--- config.mk ---
export PLATFORM = sky130hd
export DESIGN_NAME = msr_ram
export DESIGN_NICKNAME = d
export VERILOG_FILES = /design/src/hdl/msr_ram.sv
export SDC_FILE = /design/constraint.sdc
export NUM_CORES = 1
export LEC_CHECK = 0
export BUFFER_PORTS_ARGS = -buffer_cell sky130_fd_sc_hd__buf_4
export CAP_MARGIN = 20
export CORE_MARGIN = 1
export CORE_UTILIZATION = 60
export CTS_CLUSTER_DIAMETER = 150
export DETAILED_ROUTE_END_ITERATION = 10
export PLACE_DENSITY = 0.77
export SYNTH_ARGS = -nofsm -noshare
export SYNTH_HDL_FRONTEND = slang
export SYNTH_SLANG_ARGS = --single-unit
--- constraint.sdc ---
create_clock -name clk -period 3.83 [get_ports clk]
set_input_delay 0.5745 -clock clk [delete_from_list [all_inputs] [get_ports clk]]
set_output_delay 0.5745 -clock clk [all_outputs]
set_load 0.03 [all_outputs]
--- src/hdl/msr_ram.sv ---
// Generic single-write, single-read RAM with registered read data.
// No dependencies.
module msr_ram #(
  parameter int W     = 32,
  parameter int DEPTH = 32
) (
  input  logic                     clk,
  input  logic                     we,
  input  logic [$clog2(DEPTH)-1:0] waddr,
  input  logic [W-1:0]             wdata,
  input  logic [$clog2(DEPTH)-1:0] raddr,
  output logic [W-1:0]             rdata
);
  logic [W-1:0] mem [DEPTH];

  always_ff @(posedge clk) begin
    if (we) begin
      mem[waddr] <= wdata;
    end
    rdata <= mem[raddr];
  end
endmodule

==> metrics.md <==
| Metric | Value |
|---|---|
| Area Overhead vs Synth | `13.1%` |
| Hold path depth | `1` |
| Die H | `262 um` |
| Root buf cell | `clkbuf_16` |
| Buffers on Ports | `75` |
| First-pass GRT wire length | `141 mm` |
| Number of global-route vias before repair | `21,900` |
| Min-delay src | `wdata[13]` |
| Clock sinks | `1,056` |
| Area after DPL | `0.0425 mm^2` |
| Die area | `0.0685 mm^2` |
| Layout cells sized above 1 | `0.135` |
| R2R depth | `5` |
| Min Tclk post-route | `2.30 ns` |
| Post-DR vias/cell | `6.49` |
| Reg-to-reg endpoint | `rdata[13]` |
| Starting Density | `0.611` |
| Clock slew at reported path FFs | `0.06 ns` |
| Peak supply drop | `0.000416 V` |
| Clock latency on the worst-skew pair | `0.66 ns` |
| CP startpoint | `raddr[0]` |
| Final instance area | `0.0458 mm^2` |
| Gates resized, CTS repair | `0` |
| Clk_skew | `0.0277 ns` |
| Largest net degree at the start of global routing | `96` |
| H-tree Lvls | `3` |
| Initial antenna violation count | `2` |
| DRT iter0 DRCs | `2,610` |
| Std-Cell Rows | `94` |
| CP Data Arrival Time | `2.89 ns` |
| Nets | `2,429` |
| RSZ-0062 raised after global routing | `false` |
| Crit path max-delay cell type | `buf_4` |
| Post-route ant nets | `0` |
| Io pins | `76` |
| Class of the worst hold path | `input port to flip-flop` |
| Tightest Pin Transition | `1.07 ns` |
| Core ar. | `0.0662 mm^2` |
| Routed WL per cell | `28.9 um` |
| Relative slew slack | `0.284` |
| Grt total ovfl | `0` |
| Lkg Pwr | `16.0 nW` |
| Setup TNS | `0 ns` |
| Library cells used by synthesis | `25` |
| Synthesized instance count | `2,260` |
| Setup crit start kind | `input port` |
| Die Width | `262 um` |
| Max cap viols | `0` |
| Drt first pass iters | `5` |
| Max Root-Sink Buffers | `3` |
| CTS tree | `yes` |
| Via count | `21,600` |
| Largest cells by area after synthesis | `edfxtp_1, mux2i_1, a22oi_1` |
| Fill cells | `3,985` |
| Crit Path Category | `input port to flip-flop` |
| Most frequent CP cell | `nand3_1` |
| Area leader, netlist | `edfxtp_1` |
| Final Hold Viols | `0` |
| Worst setup EP type | `flip-flop` |
| CP top delay family | `buffers and inverters` |
| RR Startpoint | `mem[7][13]` |
| Sequential area share after synthesis | `0.775` |
| Yosys top cell area share | `0.760` |
| Postcts setup bufs | `0` |
| CP max FO | `51` |
| Syn Nets | `2,304` |
| Worst stage delay on the critical path | `0.51 ns` |
| Tcrit/Tclk final | `0.601` |
| Hold_buf cts | `0` |
| Critical Path, Cell by Cell | `buf_8 > buf_12 > buf_4 > mux2i_1 > a22oi_1 > nand3_1 > nand3_1` |
| DR DRC count | `0` |
| Setup violators final | `0` |
| Total Wirelength | `96.0 mm` |
| Critical Path RT | `4.42 ns` |
| Inserted Clock Buffers | `100` |
| Netlist Area Pre-Place | `0.0405 mm^2` |
| Total Routing Usage GR | `0.285` |
| Hold endpoint | `mem[7][13]` |
| Worst Path Buf+Inv | `3` |
| Synth warnings | `0` |
| PnR Total Power | `0.0242 W` |
| Placer congestion estimate | `0.834` |
| Status | `finished, final reports clean` |
| Power Dens Cells | `528 mW/mm^2` |
| Max frequency | `435 MHz` |
| Final max-slew violation count | `0` |
| Worst reg2reg setup slack | `2.18 ns` |
| Seq cells post-synth | `1,056` |
| Dpl hpwl | `55.1 mm` |
| Mean area per synthesized cell | `17.9 um^2` |
==> sequential cells by signal, indices dropped and copies added, names as in the netlist <==
name / cells
mem: 1024
rdata: 32
==> placed cells by master, fill, tap and decap left out, types with 2 or more instances in the layout <==
master	n
dfxtp_1	32
clkinvlp_4	2
inv_16	2
clkinv_4	2
bufinv_16	10
clkbuf_1	32
a31oi_1	32
clkinv_1	9
nand3_1	98
buf_4	124
a22o_1	64
nor2_4	33
nor3_1	32
nand2_1	97
a21oi_1	96
or3b_2	3
clkbuf_8	7
inv_6	2
edfxtp_1	1024
clkbuf_16	103
nand3b_1	5
buf_12	25
clkinv_2	12
a22oi_1	96
mux2i_1	512
nand2b_2	2
==> worst max-delay path by stage <==
stage          slack, ns  cells past startpoint         end
2_1_floorplan       0.82                      3  mem[12][0]
3_3_place_gp        1.03                      7    rdata[3]
3_5_place_dp        0.98                      7    rdata[3]
4_1_cts             1.62                      7    rdata[3]
5_1_grt             1.52                      7    rdata[3]
6_report            1.53                      7    rdata[3]
==> logic make-up after synthesis <==
group	count (synthesis)	share of synthesized area
muxes	512	0.127
AOI/OAI and AO/OA	288	0.0485
buffers and inverters	127	0.0186
DFF	1056	0.775
and+or+nand+nor	277	0.0310
==> final cells by class <==
class | instances | area, um^2 | share of cell area
sequential | 1056 | 31400 | 0.685
multi-input combinational | 1077 | 8610 | 0.188
clock buffer | 142 | 2790 | 0.0610
timing repair buffer | 150 | 1450 | 0.0316
tap | 864 | 1080 | 0.0236
clock inverter | 39 | 484 | 0.0106
antenna | 1 | 2.50 | 0.0000546
==> report_power, final <==
group	internal (W)	leakage, nW	switching (W)
clock	0.00576	1.60	0.00414
combinational	0.000438	4.92	0.000922
sequential	0.0128	9.49	0.0000806
==> per-layer routing <==
metal | routed length [um] | part of all wire | vias up | global-route usage
li1 | - | - | 9232 | -
met3 | 8610 | 0.090 | 211 | 0.0493
met4 | 3900 | 0.041 | 2 | 0.131
met1 | 36300 | 0.38 | 11000 | 0.377
met5 | 13 | 0.00014 | - | 0
met2 | 47300 | 0.49 | 1206 | 0.466
==> metrics by stage <==
stage / util / hold slack (ns) / instances / worst slack, ns
global placement: 0.642 / 0.572 / 3147 / 1.03
global route: 0.692 / 0.328 / 3328 / 1.52
CTS: 0.692 / 0.305 / 3328 / 1.62
detailed placement: 0.642 / 0.590 / 3147 / 0.976
floorplan: - / 0.553 / 2260 / 0.821
finish: 0.692 / 0.332 / 3329 / 1.53
==> Yosys cell counts (all sizes together) <==
master,n
and2,1
or3,1
nand2b,2
nor2,34
dfxtp,32
a22o,64
nand3,98
or3b,3
a22oi,96
nand3b,5
a31oi,32
buf,79
edfxtp,1024
nor2b,1
nand2,98
or2,1
nor3,32
mux2i,512
and2b,1
a21oi,96
clkbuf,48
(Power assumes the default switching activity.)
