--- config.mk ---
export PLATFORM = sky130hd
export DESIGN_NAME = msr_sqrt
export DESIGN_NICKNAME = d
export VERILOG_FILES = /design/src/hdl/msr_sqrt.sv
export SDC_FILE = /design/constraint.sdc
export NUM_CORES = 1
export LEC_CHECK = 0
export BUFFER_PORTS_ARGS = -buffer_cell sky130_fd_sc_hd__buf_2
export CORE_MARGIN = 3
export CORE_UTILIZATION = 52
export DETAILED_ROUTE_END_ITERATION = 10
export PLACE_DENSITY = 0.7
export SLEW_MARGIN = 30
export SYNTH_ARGS = -nofsm -noshare
export SYNTH_HDL_FRONTEND = slang
export SYNTH_SLANG_ARGS = --single-unit
--- constraint.sdc ---
create_clock -name clk -period 11.6 [get_ports clk]
set_input_delay 2.32 -clock clk [delete_from_list [all_inputs] [get_ports clk]]
set_output_delay 2.32 -clock clk [all_outputs]
set_load 0.02 [all_outputs]
--- src/hdl/msr_sqrt.sv ---
// Iterative floor square root of a 64-bit value, one root bit per cycle.
// No dependencies.
module msr_sqrt (
  input  logic        clk,
  input  logic        rst_n,
  input  logic        start,
  input  logic [63:0] op,
  output logic        done,
  output logic [31:0] root
);
  logic        busy_r, done_r;
  logic [63:0] v_r, r_r, bit_r, trial;

  assign trial = r_r + bit_r;

  always_ff @(posedge clk) begin
    if (!rst_n) begin
      busy_r <= 1'b0;
      done_r <= 1'b0;
    end else begin
      done_r <= 1'b0;
      if (start) begin
        busy_r <= 1'b1;
      end else if (busy_r && bit_r[0]) begin
        busy_r <= 1'b0;
        done_r <= 1'b1;
      end
    end
  end

  always_ff @(posedge clk) begin
    if (start) begin
      v_r   <= op;
      r_r   <= '0;
      bit_r <= 64'h4000_0000_0000_0000;
    end else if (busy_r) begin
      if (v_r >= trial) begin
        v_r <= v_r - trial;
        r_r <= (r_r >> 1) + bit_r;
      end else begin
        r_r <= r_r >> 1;
      end
      bit_r <= bit_r >> 2;
    end
  end

  assign done = done_r;
  assign root = r_r[31:0];
endmodule

==> results of run 1 <==
-- synthesized netlist by cell type (all sizes together), types with 9 or more instances --
library cell / count / area share (%)
nand2: 198 / 5.0
o21ai: 184 / 6.2
nor2: 176 / 4.4
a21oi: 131 / 4.4
ha: 130 / 11
dfxtp: 98 / 13
clkbuf: 95 / 2.4
xor2: 76 / 4.5
xnor2: 72 / 4.2
edfxtp: 64 / 13
a21o: 59 / 3.0
a31oi: 55 / 2.4
buf: 49 / 2.3
nand4: 48 / 2.1
a211oi: 45 / 2.4
mux2i: 45 / 3.0
inv: 43 / 1.1
o21bai: 30 / 1.5
nand3: 23 / 0.77
nor3: 23 / 0.77
or3: 22 / 0.92
nor2b: 21 / 0.88
a31o: 19 / 1.1
a311oi: 17 / 1.0
a221oi: 14 / 0.86
nand2b: 14 / 0.59
and2: 11 / 0.47
o21a: 11 / 0.55
o211ai: 9 / 0.45
o31ai: 9 / 0.45
-- per-stage QoR --
stage               power, mW  hold WS (ns)  setup WS [ns]
floorplan                2.00         0.454           5.91
global placement         2.33         0.481           4.70
detailed placement       2.34         0.484           4.42
CTS                      2.95         0.496           4.37
global route             3.19         0.549           3.76
finish                   2.96         0.499           4.35
-- routing by layer --
layer,up-vias,global-route usage [%],wire length [um]
met2,414,39.6,17200
met3,53,3.72,2240
li1,6878,-,-
met5,-,0,0
met1,6392,37.0,19400
met4,0,7.52,845
-- worst max-delay path by stage --
stage / to / slack, ns
final: v_r[29] / 4.35
after CTS: v_r[29] / 4.37
after global routing: v_r[29] / 3.76
after global placement: v_r[23] / 4.70
after floorplan: v_r[0] / 5.91
after detailed placement: v_r[25] / 4.42
-- cells by family (layout without fill, tap and decap cells) --
logic type               after synthesis  count (layout)
AND/OR/NAND/NOR                      573             573
flip-flops                           162             162
XOR/XNOR                             148             148
multiplexers                          50              50
buffers and inverters                190             180
adder cells (fa/ha/maj)              131             131
AO/OA/AOI/OAI                        631             631
-- area by class of cell --
type / instances / area share [%]
Inverter: 44 / 1.04
Tap cell: 378 / 2.98
Multi-Input combinational cell: 1533 / 64.2
Timing Repair Buffer: 104 / 3.40
Clock buffer: 17 / 2.68
Sequential cell: 162 / 24.5
Clock inverter: 15 / 1.21
-- flip-flops by register name (all words and copies together), names as in the netlist --
signal  cells
bit_r      32
busy_r      1
v_r        64
done        1
r_r        64
-- power by group --
group / switching, mW / leakage [nW] / internal [mW] / total, mW
Sequential: 0.101 / 1.45 / 0.740 / 0.841
Clock: 0.292 / 0.298 / 0.312 / 0.604
Combinational: 0.923 / 4.50 / 0.592 / 1.52
-- worst max-delay path, cell delays in order (launching register included) --
cell and delay (ns):
dfxtp_1 0.44, ha_1 0.31, a31oi_1 0.29, o21bai_1 0.18, a211oi_2 0.49, o21bai_2 0.24, a211oi_1 0.28, o21ai_1 0.17
a21oi_1 0.33, o31ai_1 0.18, a21oi_1 0.28, o21bai_1 0.12, xnor2_1 0.14, ha_1 0.39, a21o_1 0.21, a21o_1 0.17
a21oi_1 0.15, o21ai_0 0.15, o21bai_1 0.18, a21oi_1 0.13, o31a_2 0.39, buf_4 0.72, nor2_1 0.15, or2_2 0.31
buf_4 0.39
==> results.toml, run 1 <==
[layout]
drive_gt1_share_pct = 10.1
fillers = 2729
area.growth.synth_to_final_pct = 6.14
multi_input_area_um2 = 10200
final_common_cell = "nand2_1"
antenna_cells = 0
stdcell_count = 2253
stdcell_area_um2 = 15900
finalNetCount = 2060
final_cell_mix = "nand2_1, nor2_1, o21ai_0, a21oi_1, ha_1"
regArea_um2 = 3890
fin_util_pct = 56.5

[synth]
synth_mux_area_share_pct = 3.39
avgSynthCellArea_um2 = 7.93
synth_edf_count = 64
synth_fp_nets = 2083
ys_types = 82
netlist_instances = 1885
syn_area_um2 = 15000
ys_async_sr_fraction_pct = 0
yosys_warnings = 0
synth-compound-area-share_pct = 27.4
synth_seq_cells = 162
seq_area_frac_synth_pct = 26.0
ys.flop_type = "dfxtp_1"
synth_top_family_by_area = "compound AO/OA/AOI/OAI gates"
synthSimpleGateAreaFrac_pct = 17.7
synth_xor_area_share_pct = 8.67
synthAdderAreaFrac_pct = 11.0

[detailed_routing]
drtAntennaViolNets = 0
wl_per_cell_um = 17.6
vias = 13737
viasPerCell = 6.10
drcViolationCount = 0
drtIter0Drc = 1145
drt-total-wl_um = 39800
firstDrtPassIters = 5

[placement]
hpwl_um = 29800
postPlaceCellArea_um2 = 15300
io_buffers = 99
globalplace.congestion = 1.01
dp.cells = 2221

[critical_path]
timing.critical_path.from_type = "register"
r2r_end = "v_r[29]"
r2r_setup_slack_ns = 4.35
critical_path.startpoint = "r_r[2]"
r2r_cells = 24
worstPathRequired_ns = 11.68
r2r_start = "r_r[2]"
arrival_ns = 7.32
cp-end-kind = "register"
crit_fanout = 89
crit_type = "reg -> reg"

[floorplanning]
start_util_pct = 53.3
core_area_um2 = 28100
die_area_um2 = 30800
fp.dieW_um = 176
ios = 100
rows = 61
fp.dieH_um = 176

[cts]
cts_tree = "done"
cts_root_buffer = "clkbuf_16"
post_cts_resized = 0
cts.clk_slew.worst_paths_ns = 0.07
clk_path_buf_depth = 2
clk_latency_ns = 0.45
post_cts_buffers = 0
cts_buffers = 17
htreeDepth = 4
clock-sinks = 162
postCtsHoldBufs = 0

[global_routing]
grt_max_degree = 90
grt_pass1_vias = 12876
grt_pass1_wl_um = 65100
grt_use_total_pct = 25.6
grt_overflow = 0
grt_antenna_before_repair = 0

[timing]
fmax_mhz = 138
slew_headroom_pct = 34.8
skew_ns = 0.0151
worst_pin_slew_ns = 0.979
setup_viol = 0
setup-tns-final_ns = 0
rsz0062_at_grt = "false"
finalCritPeriodShare_pct = 62.5
drv_slew = 0
min_period_ns = 7.25
finalHoldViolCount = 0

[power]
power_density_nw_per_um2 = 186
ir_drop_v = 0.000120
power_leakage_nw = 6.24

[run]
max-cap-violations = 0

[worst_hold_path]
hp-class = "reg -> reg"
holdPathStages = 2
min_to = "done"
hold_start = "bit_r[0]"

[status]
outcome = "complete, no violations"
No activity file was read; power rests on OpenSTA's default activity.
==> run 2, diff against run 1 <==
Clock period 11.6 ns to 6.8 ns, I/O delays scaled along.
==> run 2 against run 1 <==
Setup slack worse by 3.7 ns; clock power grew 62%; flip-flop and latch count unchanged; critical path type unchanged; count of clock-buffer cells in the layout rose by 3; die area stayed put; sequential share of layout area is essentially flat; first-iteration DRC count increased by 13%; combinational power up 72%; cell area barely moved; power increased by 70%.
==> results.toml, run 2 (synthesis gave the netlist of run 1 again) <==
[critical_path]
r2r_end = "v_r[36]"
cp-end-kind = "register"
critPathCapture = "v_r[36]"
arrival_ns = 6.35
crit_fanout = 46
cp_slowest_cell = "or2_2"
cp_num_buf_inv = 1
timing.critical_path.from_type = "register"
path_delay_family = "compound AO/OA/AOI/OAI gates"
r2r_setup_slack_ns = 0.62
r2r_cells = 23
crit_type = "reg -> reg"
path_common_cell = "a21oi_1"
path_cells = "ha_1 -> a31oi_1 -> o21bai_1 -> a211oi_2 -> o21bai_2 -> a211oi_1 -> o21ai_1 -> a21oi_1 -> o31ai_1 -> a21oi_1 -> o21bai_1 -> xnor2_1 -> ha_1 -> a21o_1 -> a21o_1 -> a21oi_1 -> o21ai_0 -> o21bai_1 -> a21oi_1 -> o31a_2 -> nor2_1 -> or2_2 -> buf_12"
critical_path.startpoint = "r_r[2]"
slowest_delay_ns = 0.52
cp.depth = 23
worstPathRequired_ns = 6.96
r2r_start = "r_r[2]"

[detailed_routing]
vias = 13830
drtIter0Drc = 1298
drcViolationCount = 0
firstDrtPassIters = 5
drtAntennaViolNets = 0
viasPerCell = 6.14
wl_per_cell_um = 17.7
drt-total-wl_um = 39800

[worst_hold_path]
hp-class = "reg -> reg"

[timing]
slew_headroom_pct = 50.5
finalHoldViolCount = 0
rsz0062_at_grt = "false"
drv_slew = 0
setup-tns-final_ns = 0
skew_ns = 0.0193
setup_viol = 0
finalCritPeriodShare_pct = 90.9
worst_pin_slew_ns = 0.738
fmax_mhz = 162
min_period_ns = 6.18

[global_routing]
met1_usage_pct = 37.0
grt_max_degree = 141
gr-usage-met3_pct = 4.11
grt_antenna_before_repair = 0
grt_util_met2_pct = 39.1
busiest_layer = "met2"
grt_overflow = 0
grt_pass1_vias = 12696
grt_use_total_pct = 25.4
grt_pass1_wl_um = 64600

[layout]
final_cell_mix = "nand2_1, nor2_1, o21ai_0, a21oi_1, ha_1"
area.growth.synth_to_final_pct = 6.08
antenna_cells = 0
final_common_cell = "nand2_1"
stdcell_count = 2253
reg_top3 = "r_r (64), v_r (64), bit_r (32)"
finalNetCount = 2060
drive_gt1_share_pct = 9.97
fin_util_pct = 56.5

[power]
cell_internal_pwr_mw = 2.83
power_density_nw_per_um2 = 316
pwr-share-comb_pct = 52.0
p_clk_share_pct = 19.5
power_leakage_nw = 6.25
ir_drop_v = 0.000228
p_seq_share_pct = 28.5
swShare_pct = 43.6
p_sw_mw = 2.19

[placement]
io_buffers = 99
globalplace.congestion = 0.930
dp.cells = 2221
hpwl_um = 29400

[cts]
cts_root_buffer = "clkbuf_16"
cts_buffers = 17
clk_latency_ns = 0.44
post_cts_buffers = 0
clk_path_buf_depth = 2
cts_tree = "done"
postCtsHoldBufs = 0
clock-sinks = 162
htreeDepth = 4
post_cts_resized = 0
cts.clk_slew.worst_paths_ns = 0.06

[floorplanning]
core_area_um2 = 28100
rows = 61
ios = 100
die_area_um2 = 30800
start_util_pct = 53.3
fp.dieW_um = 176
fp.dieH_um = 176

[status]
outcome = "complete, no violations"

[run]
max-cap-violations = 0
-- run 2: cell type report --
cell class              count  area (um2)
clock inverters            12         130
fillers                  2630       12200
clock buffers              20         437
inverters                  44         165
flip-flops and latches    162        3890
repair buffers            104         581
well taps                 378         473
multi-input cells        1533       10200
-- run 2: metal layers --
| layer | part of all wire [%] | wire (um) |
|---|---|---|
| met2 | 44 | 17400 |
| met3 | 6.5 | 2580 |
| met5 | 0 | 0 |
| met1 | 48 | 19100 |
| met4 | 1.7 | 668 |
-- run 2: worst register-to-register path, cell delays in order, from the launching register on --
cell	delay (ns)
dfxtp_1	0.43
ha_1	0.30
a31oi_1	0.29
o21bai_1	0.19
a211oi_2	0.45
o21bai_2	0.22
a211oi_1	0.27
o21ai_1	0.16
a21oi_1	0.34
o31ai_1	0.18
a21oi_1	0.26
o21bai_1	0.11
xnor2_1	0.21
ha_1	0.36
a21o_1	0.20
a21o_1	0.19
a21oi_1	0.16
o21ai_0	0.13
o21bai_1	0.17
a21oi_1	0.13
o31a_2	0.23
nor2_1	0.09
or2_2	0.52
buf_12	0.31
-- run 2: worst min-delay path by stage --
| stage | startpoint | to | cells past startpoint |
|---|---|---|---|
| 3_3_place_gp | bit_r[0] | done | 2 |
| 5_1_grt | r_r[0] | r_r[0] | 2 |
| 2_1_floorplan | bit_r[0] | done | 2 |
| 4_1_cts | bit_r[0] | done | 2 |
| 6_report | bit_r[0] | done | 2 |
| 3_5_place_dp | bit_r[0] | done | 2 |
-- run 2: per-stage QoR --
step / setup WS, ns / power, mW / hold WS [ns] / instance area, um2
2_1_floorplan: 1.11 / 3.42 / 0.454 / 15000
3_3_place_gp: 0.887 / 3.98 / 0.488 / 15300
3_5_place_dp: 0.674 / 4.00 / 0.488 / 15300
4_1_cts: 0.615 / 5.00 / 0.503 / 15900
5_1_grt: 0.173 / 5.39 / 0.538 / 15900
6_report: 0.616 / 5.02 / 0.504 / 15900
-- run 2: power by group through the flow --
stage	clock, mW	combinational [mW]	sequential, mW
CTS	1.00	2.58	1.42
global route	1.04	2.90	1.45
finish	0.978	2.61	1.43
detailed placement	0	2.56	1.44
floorplan	0	2.07	1.35
global placement	0	2.54	1.44
==> run 3, diff against run 2 <==
Settings changed: ABC_AREA set to 1, BUFFER_PORTS_ARGS -buffer_cell sky130_fd_sc_hd__buf_2 to -buffer_cell sky130_fd_sc_hd__clkbuf_2, PLACE_DENSITY 0.7 to 0.69.
==> run 3 against run 2 <==
First-iteration DRC count increased by 100%; sequential share of layout area down 6.3 points; cell area up 34%; count of clock-buffer cells in the layout is 3 lower; largest cell class unchanged; largest power group unchanged.
==> results.toml, run 3 <==
[global_routing]
grt_pass1_wl_um = 120000
grt_antenna_before_repair = 0
grt_pass1_vias = 22400
grt_overflow = 0
grt_max_degree = 76
grt_use_total_pct = 37.3

[layout]
final_cell_mix = "nand2_1, inv_1, nor2_1, nand3_1, a21oi_1"
multi_input_area_um2 = 13700
finalNetCount = 3776
reg_top3 = "r_r (64), v_r (64), bit_r (32)"
fin_util_pct = 56.3
stdcell_area_um2 = 21300
area.growth.synth_to_final_pct = 5.93
drive_gt1_share_pct = 5.68
antenna_cells = 0
final_common_cell = "nand2_1"
regArea_um2 = 3880
fillers = 4059

[cts]
post_cts_resized = 0
postCtsHoldBufs = 0
post_cts_buffers = 0
cts_root_buffer = "clkbuf_16"
cts_buffers = 17
cts.clk_slew.worst_paths_ns = 0.08
clk_path_buf_depth = 2
clock-sinks = 162
clk_latency_ns = 0.48
htreeDepth = 4
cts_tree = "done"

[timing]
finalCritPeriodShare_pct = 84.2
rsz0062_at_grt = "false"
setup_viol = 0
drv_slew = 0
slew_headroom_pct = 36.5
worst_pin_slew_ns = 0.951
finalHoldViolCount = 0
skew_ns = 0.0184
min_period_ns = 5.73
setup-tns-final_ns = 0
timing.hold.ws_ns = 0.507
fmax_mhz = 175

[power]
total_power_mw = 8.47
ir_drop_v = 0.000287
power_leakage_nw = 9.84
power_density_nw_per_um2 = 398

[detailed_routing]
drtAntennaViolNets = 0
drtIter0Drc = 2599
viasPerCell = 5.74
drcViolationCount = 0
vias = 23532
wl_per_cell_um = 19.2
drt-total-wl_um = 78900
firstDrtPassIters = 6

[synth]
yosysTopAreaCell = "nand2_1"
synth_area_leaders = "nand2_1, dfxtp_1, edfxtp_1"
synth_top_area_share_pct = 22.7
synth_seq_cells = 162
synth_fp_nets = 3767
ys_types = 47
synth.most_common_cell = "nand2_1"
seq_area_frac_synth_pct = 19.3
ys_async_sr_fraction_pct = 0
synth_edf_count = 64
yosys_warnings = 0
syn_area_um2 = 20100
ys.flop_type = "dfxtp_1"
synth_common_cells = "nand2_1, inv_1, nor2_1, nand3_1, a21oi_1"
netlist_instances = 3569
avgSynthCellArea_um2 = 5.63

[critical_path]
path_common_cell = "nand2_1"
timing.critical_path.from_type = "register"
cp_slowest_cell = "dfxtp_1"
crit_fanout = 64
crit_type = "reg -> reg"
path_cells = "ha_1 -> nand2_1 -> o21ai_0 -> nand2_1 -> o21ai_0 -> a21oi_1 -> o21ai_0 -> a21oi_1 -> nand3b_1 -> nand2_1 -> ha_1 -> nand2_1 -> nor3_1 -> nand2_1 -> nor3_2 -> nand2_2 -> nand2_2 -> nand2_2 -> nand2_2 -> buf_12"
worstPathRequired_ns = 6.92
path_delay_family = "simple AND/OR/NAND/NOR gates"
arrival_ns = 5.84
cp-end-kind = "register"
slowest_delay_ns = 0.60
cp_num_buf_inv = 1

[status]
outcome = "complete, no violations"

[placement]
globalplace.congestion = 1.09
hpwl_um = 63600
io_buffers = 99
postPlaceCellArea_um2 = 20700

[floorplanning]
ios = 100
start_util_pct = 53.1
fp.dieH_um = 203
rows = 71
fp.dieW_um = 203
die_area_um2 = 41100
core_area_um2 = 37800

[worst_hold_path]
hp-class = "reg -> reg"

[run]
max-cap-violations = 0
## run 3: changes by cell type after synthesis, sizes merged, moves of 45 or more
| cell | change |
|---|---|
| nand2 | +1024 |
| mux2i | -45 |
| nor2 | +264 |
| nand3 | +283 |
| clkbuf | -56 |
| a21oi | +90 |
| inv | +449 |
## run 3: cell type report
| class | instances | share of cell area [%] |
|---|---|---|
| tap | 511 | 3.00 |
| multi-input combinational | 2795 | 64.4 |
| clock buffer | 17 | 2.00 |
| timing repair buffer | 109 | 2.75 |
| clock inverter | 15 | 0.887 |
| sequential | 162 | 18.2 |
| inverter | 493 | 8.69 |
## run 3: worst register-to-register path: cells and delay by family, from the launching register on
kind	cells	cell delay, ns
AO/OA/AOI/OAI	5	1.52
AND/OR/NAND/NOR	12	2.10
adder cells (fa/ha/maj)	2	0.71
flip-flops	1	0.60
buffers and inverters	1	0.31
## run 3: cell families after synthesis
kind of cell | after synthesis | share of synthesized area, %
AO/OA/AOI/OAI | 476 | 12.9
AND/OR/NAND/NOR | 2090 | 42.8
adder cells (fa/ha/maj) | 131 | 8.19
flip-flops | 162 | 19.3
buffers and inverters | 612 | 12.5
XOR/XNOR | 98 | 4.27
## run 3: path summary, 6_finish.rpt
path / start / end / slack, ns / depth (start not counted)
worst min register to register: r_r[0] / r_r[0] / 0.51 / 2
worst max-delay path: r_r[30] / v_r[19] / 1.07 / 20
worst min-delay path: r_r[0] / r_r[0] / 0.51 / 2
worst max register to register: r_r[30] / v_r[19] / 1.07 / 20
## run 3: per-stage QoR
stage / setup WS, ns / instances
final: 1.07 / 4102
after floorplan: 1.80 / 3569
after CTS: 1.31 / 4102
after global routing: 0.866 / 4102
after global placement: 1.25 / 4070
after detailed placement: 1.35 / 4070
## run 3: report_power, final
group	switching [mW]	internal, mW
Combinational	3.77	1.86
Clock	0.523	0.529
Sequential	0.398	1.40
Total	4.69	3.78
## run 3: layer usage
layer / vias up / share of wire, % / GRT usage [%] / wire (um)
met1: 10718 / 39 / 45.6 / 30900
met4: 0 / 5.6 / 18.5 / 4390
met2: 1175 / 47 / 64.1 / 37000
met5: - / 0 / 0 / 0
met3: 245 / 8.3 / 5.61 / 6520
li1: 11394 / - / - / -
